--- src/sv/rcp_pkg.sv ---
// Shared constants, types and controller-datapath interface for the chunk pool byte FIFO.
package rcp_pkg;

  localparam int unsigned PoolBlocksDef = 32;
  localparam int unsigned BlockBytesDef = 256;
  localparam int unsigned RingSlotsDef  = 32;
  localparam int unsigned ChunkW        = 9;

  localparam logic ActWrite = 1'b0;
  localparam logic ActRead  = 1'b1;

  typedef enum logic [2:0] {
    StIdle  = 3'b001,
    StRead  = 3'b010,
    StOut   = 3'b100
  } state_e;

  // Commands from the controller to the datapath.
  typedef struct packed {
    logic start_write;
    logic start_read;
    logic finish_read;
    logic load_out;
  } dp_cmd_t;

  // Status from the datapath to the controller.
  typedef struct packed {
    logic act;
  } dp_sts_t;

endpackage

--- src/sv/rcp_ctrl.sv ---
// Controller state machine of the chunk pool byte FIFO.
module rcp_ctrl
  import rcp_pkg::*;
(
  input  logic    clk_i,
  input  logic    rst_ni,
  input  logic    in_valid_i,
  output logic    in_stall_o,
  output logic    out_valid_o,
  input  logic    out_stall_i,
  input  dp_sts_t sts_i,
  output dp_cmd_t cmd_o
);

  state_e state_q, state_d;
  logic   out_valid_q, out_valid_d;
  logic   accept;

  assign in_stall_o = (state_q != StIdle);
  assign accept     = in_valid_i && !in_stall_o;
  assign out_valid_o = out_valid_q;

  always_comb begin
    state_d     = state_q;
    out_valid_d = out_valid_q;
    cmd_o       = '0;
    if (out_valid_q && !out_stall_i) out_valid_d = 1'b0;
    case (state_q)
      StIdle: begin
        if (accept) begin
          if (sts_i.act == ActRead) begin
            cmd_o.start_read = 1'b1;
            state_d = StRead;
          end else begin
            cmd_o.start_write = 1'b1;
            state_d = StOut;
          end
        end
      end
      StRead: begin
        // The store read data is now registered.
        cmd_o.finish_read = 1'b1;
        state_d = StOut;
      end
      StOut: begin
        if (!out_valid_q || !out_stall_i) begin
          cmd_o.load_out = 1'b1;
          out_valid_d = 1'b1;
          state_d = StIdle;
        end
      end
      default: state_d = StIdle;
    endcase
  end

  always_ff @(posedge clk_i or negedge rst_ni) begin
    if (!rst_ni) begin
      state_q     <= StIdle;
      out_valid_q <= 1'b0;
    end else begin
      state_q     <= state_d;
      out_valid_q <= out_valid_d;
    end
  end

endmodule

--- config.mk ---
export PLATFORM = sky130hd
export DESIGN_NAME = rcp_ctrl
export DESIGN_NICKNAME = d
export VERILOG_FILES = /design/src/sv/rcp_pkg.sv /design/src/sv/rcp_ctrl.sv
export SDC_FILE = /design/constraint.sdc
export NUM_CORES = 1
export LEC_CHECK = 0
export BUFFER_PORTS_ARGS = -buffer_cell sky130_fd_sc_hd__buf_2
export CAP_MARGIN = 20
export CORE_AREA = 5 5 42 44
export DETAILED_ROUTE_END_ITERATION = 6
export DIE_AREA = 0 0 47 49
export GPL_TIMING_DRIVEN = 1
export PLACE_DENSITY = 0.38
export SLEW_MARGIN = 20
export SYNTH_ARGS = -nofsm -noshare
export SYNTH_HDL_FRONTEND = slang
export SYNTH_SLANG_ARGS = --single-unit
export TNS_END_PERCENT = 20
--- constraint.sdc ---
create_clock -name clk_i -period 3.1 [get_ports clk_i]
set_clock_uncertainty 0.1 [all_clocks]
set_input_delay 0 -clock clk_i [delete_from_list [all_inputs] [get_ports clk_i]]
set_output_delay 0 -clock clk_i [all_outputs]
set_load 0.1 [all_outputs]
==> results of run 1 <==
## logic make-up after synthesis
group / synth area share
and+or+nand+nor: 0.411
AOI/OAI and AO/OA: 0.0530
DFF: 0.536
## Yosys cell counts (all sizes together)
| library cell | instances | area, sq um |
|---|---|---|
| nor3b | 2 | 15.0 |
| nand2b | 1 | 6.26 |
| a21oi | 2 | 10.0 |
| or3b | 1 | 8.76 |
| dfstp | 1 | 26.3 |
| or3 | 1 | 6.26 |
| nand3b | 1 | 7.51 |
| nor2 | 4 | 17.5 |
| nor3 | 1 | 5.00 |
| nand2 | 3 | 11.3 |
| dfrtp | 3 | 75.1 |
## sequential cells by signal, summed over array words and instances (netlist names)
register and flops:
out_valid_o 1, state_q 3
## timing repair
item                                   in CTS  in global routing
hold buffers                                3                  0
endpoints found under the hold margin       6                  0
setup endpoints to repair                   0                  0
## cells in the final DEF, fill, tap and decap left out, types with 2 or more instances in the layout
cell / n
sky130_fd_sc_hd__nand2_1: 3
sky130_fd_sc_hd__buf_2: 10
sky130_fd_sc_hd__clkbuf_4: 3
sky130_fd_sc_hd__dlygate4sd3_1: 3
sky130_fd_sc_hd__nor2_1: 3
sky130_fd_sc_hd__a21oi_1: 2
sky130_fd_sc_hd__nor3b_1: 2
sky130_fd_sc_hd__dfrtp_1: 3
## power groups by stage
stage,clock [W],combinational [W],sequential (W)
4_1_cts,0.0000764,0.000119,0.0000724
3_5_place_dp,0,0.000116,0.0000731
6_report,0.0000728,0.000119,0.0000727
5_1_grt,0.0000834,0.000124,0.0000738
2_1_floorplan,0,0.0000855,0.0000844
3_3_place_gp,0,0.000116,0.0000720
## metal layers
| metal | GRT usage | vias to the layer above | wire (microns) |
|---|---|---|---|
| met5 | 0 | - | 0 |
| met4 | 0.0138 | 0 | 0 |
| met3 | 0.0701 | 0 | 91 |
| met2 | 0.0747 | 12 | 207 |
| met1 | 0.0597 | 89 | 227 |
| li1 | - | 101 | - |
## worst max-delay path: stages (launching register included)
cell,delay [ps]
sky130_fd_sc_hd__dfrtp_1,440
sky130_fd_sc_hd__or3b_1,420
sky130_fd_sc_hd__a21oi_1,130
sky130_fd_sc_hd__buf_2,440
## worst paths after layout
path	from	endpoint	slack (ps)	cells past startpoint
worst max-delay path	state_q[2]	cmd_o[0]	1320	3
worst min-delay path	rst_ni	state_q[1]	-0.2	2
worst max register to register	state_q[0]	state_q[2]	1790	3
worst min register to register	out_valid_o	out_valid_o	440	2
max in group asynchronous	rst_ni	state_q[0]	2680	2
min in group clk_i	in_valid_i	state_q[1]	30	3
## per-stage QoR
step           instances  hold WS [ps]  cell area (sq um)  total power, W
2_1_floorplan         20          -396                194        0.000170
3_3_place_gp          46          -291                264        0.000188
3_5_place_dp          46          -284                264        0.000189
4_1_cts               53         0.765                320        0.000268
5_1_grt               53          5.69                320        0.000281
6_report              53        -0.245                320        0.000264
## area by class of cell
class / instances / area (sq um)
Clock buffer: 4 / 26.3
Fill cell: 156 / 1080
Multi-Input combinational cell: 16 / 92.6
Sequential cell: 4 / 101
Tap cell: 16 / 20.0
Timing Repair Buffer: 13 / 80.1
==> run summary, run 1 <==
The flow ran to the end, but the final reports show violations. The final reports fail on negative hold slack. Clock latency on the worst-skew pair, taken at its later pin, is 240 ps.

The repair_antennas step left the layout with diodes totalling 0. TritonCTS built the clock tree. The logs give 0.677 for the worst slew margin relative to its limit and 0.000133 W for the internal power of the cells. The area enclosed by the die boundary is 2300 sq um. For the number of top-level pins, the log shows 11.

The synthesized design contains 4 register bits. The mapped netlist covers 189 sq um. The die extent in x is 47 microns. For this run, design rule violations remaining after detail routing come to 0. The clock period minus worst slack works out to 1780 ps. Slew at the pin closest to its max-slew limit: 487 ps. For the net switching power, the log shows 0.000131 W. The effective utilization at floorplan is 0.135. The tools report the type of element capturing the critical path as a primary output. Buffers added to address setup during post-CTS repair amount to 0. The analysis attributes to cell leakage a power of 0.164 nW. The tools report the smallest hold slack as -0.245 ps.

Synthesis produced a netlist whose cell count is 20. Setup repair after global routing left no endpoint under its margin. Counting along the longest clock path gives a buffer depth of 2. The routed via count came out at 202. For the final number of hold-violating endpoints, the log shows 2. Using the TritonRoute via totals, the vias-per-cell ratio works out to 3.81. For this run, the post-layout net count is 43.

The fraction of the yosys area taken by sequential cells is 0.536. When the netlist entered floorplanning its net count stood at 25. From bottom edge to top edge, the die measures 49 microns. Required arrival time at the worst endpoint: 3000 ps. The final antenna-violating net count was 0; the placer's final routability congestion estimate was 0.755. The tools report the yosys synthesis warning count as 0.

The tools report the max-cap check violation count as 0. Overall global routing resource usage: 0.0579. The final count of pins violating max slew is 0. The class of the most critical setup path was flop to primary output. The run gives 561 MHz as the fmax. The average wire per cell in the routed design was 9.94 microns; the worst slack at placement was 1580 ps. The global-route wire length before repair was 883 microns.

The post-cts resize count came out at 0. IR analysis of the VDD net gives a maximum drop of 0.324 mV. The logs give 12 for the distinct cell type count after synthesis and 0.229 for the post-route core utilization.

Setup violations remaining at the end of the flow were counted as 0. The buffer type at the clock tree root was sky130_fd_sc_hd__clkbuf_4. The path class of the tightest hold or removal check is input port to asynchronous set/reset pin. STA puts the critical path data arrival time at 1680 ps. Relative to the synthesized area, the layout overhead comes to 69.5%. Each instance of the synthesized netlist takes up on average 9.45 sq um. The fraction of power consumed by combinational cells is 0.449. The fraction of final layout cells sized beyond drive strength 1 works out to 0.432. The total of buffers placed on input and output ports was 10; the number of antenna violations at the first check in global routing was 0. Summed over all layers, the global routing overflow is 0.

The logs give 207 for the via count of the first global-routing pass and 1400 sq um for the core outline area. The starting DRC count in detailed routing was 1. Maximum fanout along the worst path: 7.

In the post-route analysis, the smallest setup slack over all paths is 1320 ps. The logs give 3 for the TritonCTS buffer count and 14 for the number of placement rows. The fraction of power spent switching nets was 0.497; the total negative slack was 0 ps. After clock tree synthesis, the clock-pin slew on the worst setup and hold paths is 40 ps. For the fraction of power consumed by sequential logic, the log shows 0.275. The tree built by TritonCTS fans out to 4 sinks. Entering global routing, the biggest net connects 8 pins. The logs give 1 for the number of levels in the clock H-tree and 0.276 for the portion of total power attributed to the clock network. The first detailed-routing pass ran for 4 iterations. STA classifies the critical path startpoint as a flop. The total power divided by cell area was 824 nW/um^2. The overall routed net length is 527 microns, and the portion of the clock cycle consumed by the worst path in the final layout is 0.575.
No activity file was read; power rests on OpenSTA's default activity.
==> run 2, diff against run 1 <==
PLACE_DENSITY = 0.39   (was 0.38)
clock period = 1.5 ns   (was 3.1 ns; I/O delays follow)
==> run 2 against run 1 <==
  * The run ends with negative setup slack left
  * Sequential share of layout area decreased by 8.4 points
  * Die area stayed put
  * Global-route usage fell by 0.35 points
  * Worst hold slack better by 150 ps
  * Sequential power is 99% higher
  * Combinational power rose to 2.7 times the previous value
  * Register-to-register slack worse by 1700 ps
  * Largest cell class is now buffers
  * Largest power group unchanged
  * Highest routed layer unchanged
==> run summary, run 2 (synthesis results as in run 1) <==
The length of the first detailed-routing pass in iterations is 1, and the clock transition at the register clock pins on the worst setup and hold paths after CTS is 30 ps. Setup violations remaining at the end of the flow were counted as 2. The run gives 0 as the max-cap check violation count. The final worst setup slack is -28.9 ps, and the number of flip-flops in the largest register is 3. Number of levels in the clock H-tree: 1. The core region is 1400 sq um. The most common library cell in the layout ignoring fill and taps was sky130_fd_sc_hd__buf_2.

In this run, CTS created clock tree buffers numbering 3. The placed standard-cell area was 340 sq um; the static power due to leakage was 0.199 nW. The floorplan has 14 rows.

In the layout the commonest cells are sky130_fd_sc_hd__buf_2, sky130_fd_sc_hd__dlygate4sd3_1. After detailed routing, the number of vias per cell comes to 3.70. Across all register-to-register paths, the minimum setup slack is 60 ps.

The final reports fail on negative setup slack. Entering global routing, the biggest net connects 7 pins. The total negative slack was -37.2 ps; the number of DRC violations after detailed routing was 0. The effective utilization at floorplan is 0.135, and the overall routed net length is 549 microns. Number of top-level pins: 11. TritonCTS built the clock tree. The run gives 211 as the routed via count.

The fraction of final layout cells sized beyond drive strength 1 is 0.585. Counting flops per register, the top entry is state_q. The total power divided by cell area was 1410 nW/um^2; the fmax was 654 MHz. Summed over all nets, the half-perimeter wirelength after detailed placement is 399 microns.

The clock net in this run drives a total of 4 sinks. Class of the most critical setup path: flop to primary output. The cell count of the worst reg-to-reg path is 5, and the placer's final routability congestion estimate is 0.645.

The final antenna-violating net count was 0. The area used by multi-input combinational logic is 131 sq um. The worst slew margin relative to its limit is 0.677, and the height of the die is 49 microns. The final number of hold-violating endpoints is 0, and the filler cell count is 162. The portion of the clock cycle consumed by the worst path in the final layout is 1.02. The area enclosed by the die boundary is 2300 sq um. For the overall global routing resource usage, the log shows 0.0544. After global routing the overflow that remains totals 0. The average wire per cell in the routed design came out at 9.63 microns.

Clock period minus worst slack: 1530 ps. The tools report the sequential cell area as 101 sq um. The flow ran to the end, but the final reports show violations. At the pin with the least slew margin, the transition time is 487 ps.

The min-delay analysis places its worst path in the category input port to asynchronous set/reset pin. The endpoint identified for the worst register-to-register timing path is state_q[0]. The via count of the first global-routing pass is 227, and the synthesis-to-layout area growth is 131%. The final cell area excluding filler cells is 437 sq um, and the number of antenna violations at the first check in global routing is 0. During placement, the flow inserted port buffers numbering 10.

Tracing the worst setup path back leads to its startpoint at state_q[0]. Of all nets on the critical path, the largest fanout is 4. Setup repair after global routing could not meet its margin everywhere. In the final design database the tool counted 47 nets.

The logs give 167 ps for the worst slack at placement and 1400 ps for the required arrival time at the worst endpoint. VDD sags by at most 0.499 mV. The run gives 1430 ps as the critical path data arrival time. Buffer type at the clock tree root: sky130_fd_sc_hd__clkbuf_4. For the largest buffer count on any clock path, the log shows 2.

Once placement completed, the tool counted placed cells totaling 47. The run gives 0 as the final count of pins violating max slew. The worst register-to-register path begins at state_q[0].

The global-route wire length before repair was 890 microns; the final cell count without fillers was 57. The tools report the startpoint type of the worst setup path as a flop. The critical path ends at cmd_o[2]. At the later pin of the worst-skew pair, clock insertion delay measures 240 ps. From left edge to right edge, the die measures 47 microns. 0 antenna diodes ended up in the layout.

The detailed router finished its first iteration with 0 violations. STA classifies the critical path endpoint as a primary output.
[run 2: final cells by class]
type | count | share of cell area
Clock buffer | 4 | 0.0602
Multi-Input combinational cell | 16 | 0.301
Sequential cell | 4 | 0.232
Tap cell | 16 | 0.0458
Timing Repair Buffer | 17 | 0.361
[run 2: repair_timing]
| action | CTS | global route |
|---|---|---|
| gates resized for setup | 0 | 3 |
| cloned | 0 | 0 |
| hold buffers | 4 | 0 |
| endpoints found under the setup margin | 3 | 4 |
| buffers inserted | 2 | 0 |
| pin swaps | 2 | 1 |
| hold endpoints to repair | 6 | 0 |
[run 2: how the worst min path moves through the flow]
stage	startpoint	end	slack, ps	depth (start not counted)
2_1_floorplan	rst_ni	out_valid_o	-400	0
3_3_place_gp	rst_ni	out_valid_o	-290	1
3_5_place_dp	rst_ni	out_valid_o	-290	1
4_1_cts	rst_ni	state_q[0]	140	2
5_1_grt	rst_ni	state_q[0]	160	2
6_report	rst_ni	state_q[0]	150	2
[run 2: where the power goes]
group	internal [W]	leakage, nW	switching [W]	total, W
combinational	0.0000957	0.133	0.000230	0.000326
clock	0.0000999	0.0150	0.0000449	0.000145
sequential	0.000130	0.0509	0.0000151	0.000145
total	0.000326	0.199	0.000290	0.000616
[run 2: worst max-delay path, stage by stage (launching register included)]
cell	delay, ps
sky130_fd_sc_hd__dfstp_2	540
sky130_fd_sc_hd__nand3b_1	190
sky130_fd_sc_hd__nor3b_4	260
sky130_fd_sc_hd__buf_12	200
[run 2: stage by stage]
stage           util  total power, W  hold WS, ps
2_1_floorplan      -        0.000367         -396
3_3_place_gp   0.243        0.000442         -295
3_5_place_dp   0.243        0.000444         -292
4_1_cts        0.301        0.000617          140
5_1_grt        0.312        0.000646          164
6_report       0.312        0.000616          149
[run 2: per-layer routing]
layer | GRT usage | up-vias | share of wire
met5 | 0 | - | 0
met4 | 0.0415 | 0 | 0
met3 | 0.0148 | 0 | 0.062
met2 | 0.0905 | 4 | 0.58
met1 | 0.0533 | 95 | 0.36
li1 | - | 112 | -
==> run 3, diff against run 2 <==
ABC_AREA = 1   (was default)
BUFFER_PORTS_ARGS = default   (was -buffer_cell sky130_fd_sc_hd__buf_2)
DONT_BUFFER_PORTS = 1   (was default)
PLACE_DENSITY = 0.34   (was 0.39)
==> run 3 against run 2 <==
  * The run now ends clean
  * Maximum frequency rose by 7.7%
  * Final cell count increased by 5.3%
  * Register-to-register slack improved by 260 ps
  * Global-route usage grew 0.48 points
  * Wire length decreased by 7.3%
  * Worst hold slack improved by 200 ps
  * Largest cell class unchanged
  * Synthesized cell count grew 45%
==> run summary, run 3 <==
The flow ran to the end, and the final reports show no timing, DRC or antenna violations. The final cell count without fillers is 60, and the flip-flop and latch count after synthesis is 4. The count of placed standard cells including taps is 51, and the number of setup violations in the final report is 0. The run gives 0 as the final number of hold-violating endpoints. The clock sink total is 4. The overall overflow remaining after global route is 0, and the maximum number of pins on one net before global-route repair is 6. Number of levels in the clock H-tree: 1. The fraction of the yosys area taken by sequential cells is 0.471. The final count of pins violating max slew was 0; the clock period minus worst slack was 1420 ps. Yosys instantiated no cell more often than sky130_fd_sc_hd__inv_1. The type of element capturing the critical path is a primary output. In this run, CTS created clock tree buffers numbering 3. Yosys printed 0 warnings. More flip-flops sit in one register than any other, and that register is state_q. In this run, the number of DRC markers left after iteration 0 of detailed routing was 4.

The count of buffers added on input and output ports is 0. Clock-pin slew was measured on the worst setup and hold paths at 40 ps. Portion of the clock cycle consumed by the worst path in the final layout: 0.947. For the effective utilization at floorplan, the log shows 0.154.

The area growth from synthesis to layout is 99.4%. In the final routed layout, each cell accounts on average for 8.48 microns. The number of buffers inserted to repair setup after CTS was 0. Detailed placement finished with a half-perimeter wire length of 426 microns.

For the fmax, the log shows 704 MHz. The commonest cells after synthesis are sky130_fd_sc_hd__inv_1, sky130_fd_sc_hd__nand3_1, sky130_fd_sc_hd__nand2_1, sky130_fd_sc_hd__dfrtp_1, sky130_fd_sc_hd__nor2_1. TritonCTS built the clock tree. Yosys mapped a number of flops with a built-in enable equal to 0. The number of antenna violations at the first check in global routing is 0, and the placer's final routability congestion estimate is 0.710.

The register with the most flip-flops in the layout has 3 of them. Max-cap violations in this run came to 0. The most common library cell in the layout ignoring fill and taps was sky130_fd_sc_hd__inv_1.

The top cell types in the final layout, fill and taps aside, are sky130_fd_sc_hd__inv_1, sky130_fd_sc_hd__nand3_1, sky130_fd_sc_hd__nand2_1, sky130_fd_sc_hd__dlygate4sd3_1. The run gives 11 as the number of top-level pins. The maximum fanout along the worst path is 3. The clock passes through at most 2 buffers. The first global-routing pass estimated 952 microns of wire. The logs give 2 for the length of the first detailed-routing pass in iterations and 509 microns for the overall routed net length.

The number of nets in the synthesized netlist came out at 34. For the final-stage net count, the log shows 50. The number of DRC violations after detailed routing was 0; the mean area per synthesized cell was 7.42 sq um.

The region available for standard cell placement spans 1400 sq um. The fraction of final layout cells sized beyond drive strength 1 was 0.341; the placed standard-cell area was 353 sq um. The run gives 429 sq um as the final cell area excluding filler cells.

The floorplan has 14 rows. Setup repair after global routing left no endpoint under its margin. The floorplan step set the die height to 49 microns. Data on the critical path arrives at its endpoint at 1320 ps.

The area of the mapped netlist was 215 sq um. The share of Yosys cell area claimed by the top area cell type is 0.349, and the distinct cell type count after synthesis is 9. Counting the fill cells in the layout gives 154.

The startpoint type of the worst setup path is a flop. The run gives 1400 ps as the required arrival time at the worst endpoint. The buffer type at the clock tree root was sky130_fd_sc_hd__clkbuf_4.

In the routed layout, each cell is associated on average with a via count of 3.83. The most used flip-flop cell after synthesis was sky130_fd_sc_hd__dfrtp_1. Final antenna-violating net count: 0. Across all layers, the routed design uses 230 vias. The tools report the worst slew margin relative to its limit as 0.816. In the synthesized netlist, the number of instances is 29. The tools report the number of antenna cells inserted as 0. In this run the horizontal extent of the chip is 47 microns.

By area the synthesized netlist is led by sky130_fd_sc_hd__dfrtp_1, sky130_fd_sc_hd__nand3_1, sky130_fd_sc_hd__dfstp_2. The share of flip-flops with an asynchronous set or reset came out at 1.00. The biggest area consumer among synthesized cells is sky130_fd_sc_hd__dfrtp_1. In this run the worst hold path is classified as input port to flop. The overall global routing resource usage is 0.0592. Area enclosed by the die boundary: 2300 sq um. The clock insertion delay at the later pin of the skew report is 240 ps.

Class of the most critical setup path: flop to primary output. For the via count of the first global-routing pass, the log shows 236. The slew at the pin closest to its max-slew limit was 279 ps.
## run 3: timing repair
action / CTS / global route
hold buffers: 5 / 0
gates resized for setup: 0 / 0
hold endpoints to repair: 8 / 0
## run 3: routing by layer
metal,track usage,vias to the layer above,routed length [microns]
li1,-,118,-
met1,0.0684,102,193
met2,0.0769,10,245
met3,0.0480,0,71
met4,0.0276,0,0
met5,0,-,0
## run 3: path summary, 6_finish.rpt
check                            start          end  slack, ps  cells after the start
max                         state_q[1]     cmd_o[3]         80                      4
max reg2reg                 state_q[0]   state_q[2]        320                      5
min                        out_stall_i  out_valid_o        350                      3
min reg2reg                out_valid_o  out_valid_o        410                      2
min in group asynchronous       rst_ni   state_q[2]        460                      2
max in group asynchronous       rst_ni   state_q[0]        590                      2
## run 3: cells by family (layout without fill, tap and decap cells)
logic type | Yosys count | after routing | share of synthesized area
flip-flops | 4 | 4 | 0.471
AND/OR/NAND/NOR | 18 | 18 | 0.407
buffers and inverters | 7 | 22 | 0.122
## run 3: area by class of cell
type                    count  area, sq um  area share
clock buffers               4         26.3      0.0612
inverters                   7         26.3      0.0612
multi-input cells          18          123       0.286
flip-flops and latches      4          101       0.236
well taps                  16         20.0      0.0466
repair buffers             11          133       0.309
## run 3: stage by stage
stage	worst slack, ps	util	TNS [ps]	hold WS (ps)
floorplan	-177	-	-568	-396
global placement	318	0.252	0	-395
detailed placement	304	0.252	0	-395
CTS	63.6	0.306	0	352
global route	5.77	0.306	0	361
finish	80.1	0.306	0	353
## run 3: critical path, cell delays in order, from the launching register on
cell and delay [ps]:
sky130_fd_sc_hd__dfrtp_1 410, sky130_fd_sc_hd__nor2_4 200, sky130_fd_sc_hd__nand3_1 130, sky130_fd_sc_hd__nor2_2 150, sky130_fd_sc_hd__buf_12 190
Power of run 3 is left out: the tool's default activity adds up to more than one toggle a clock period on the data nets, which glitch-free logic cannot reach.
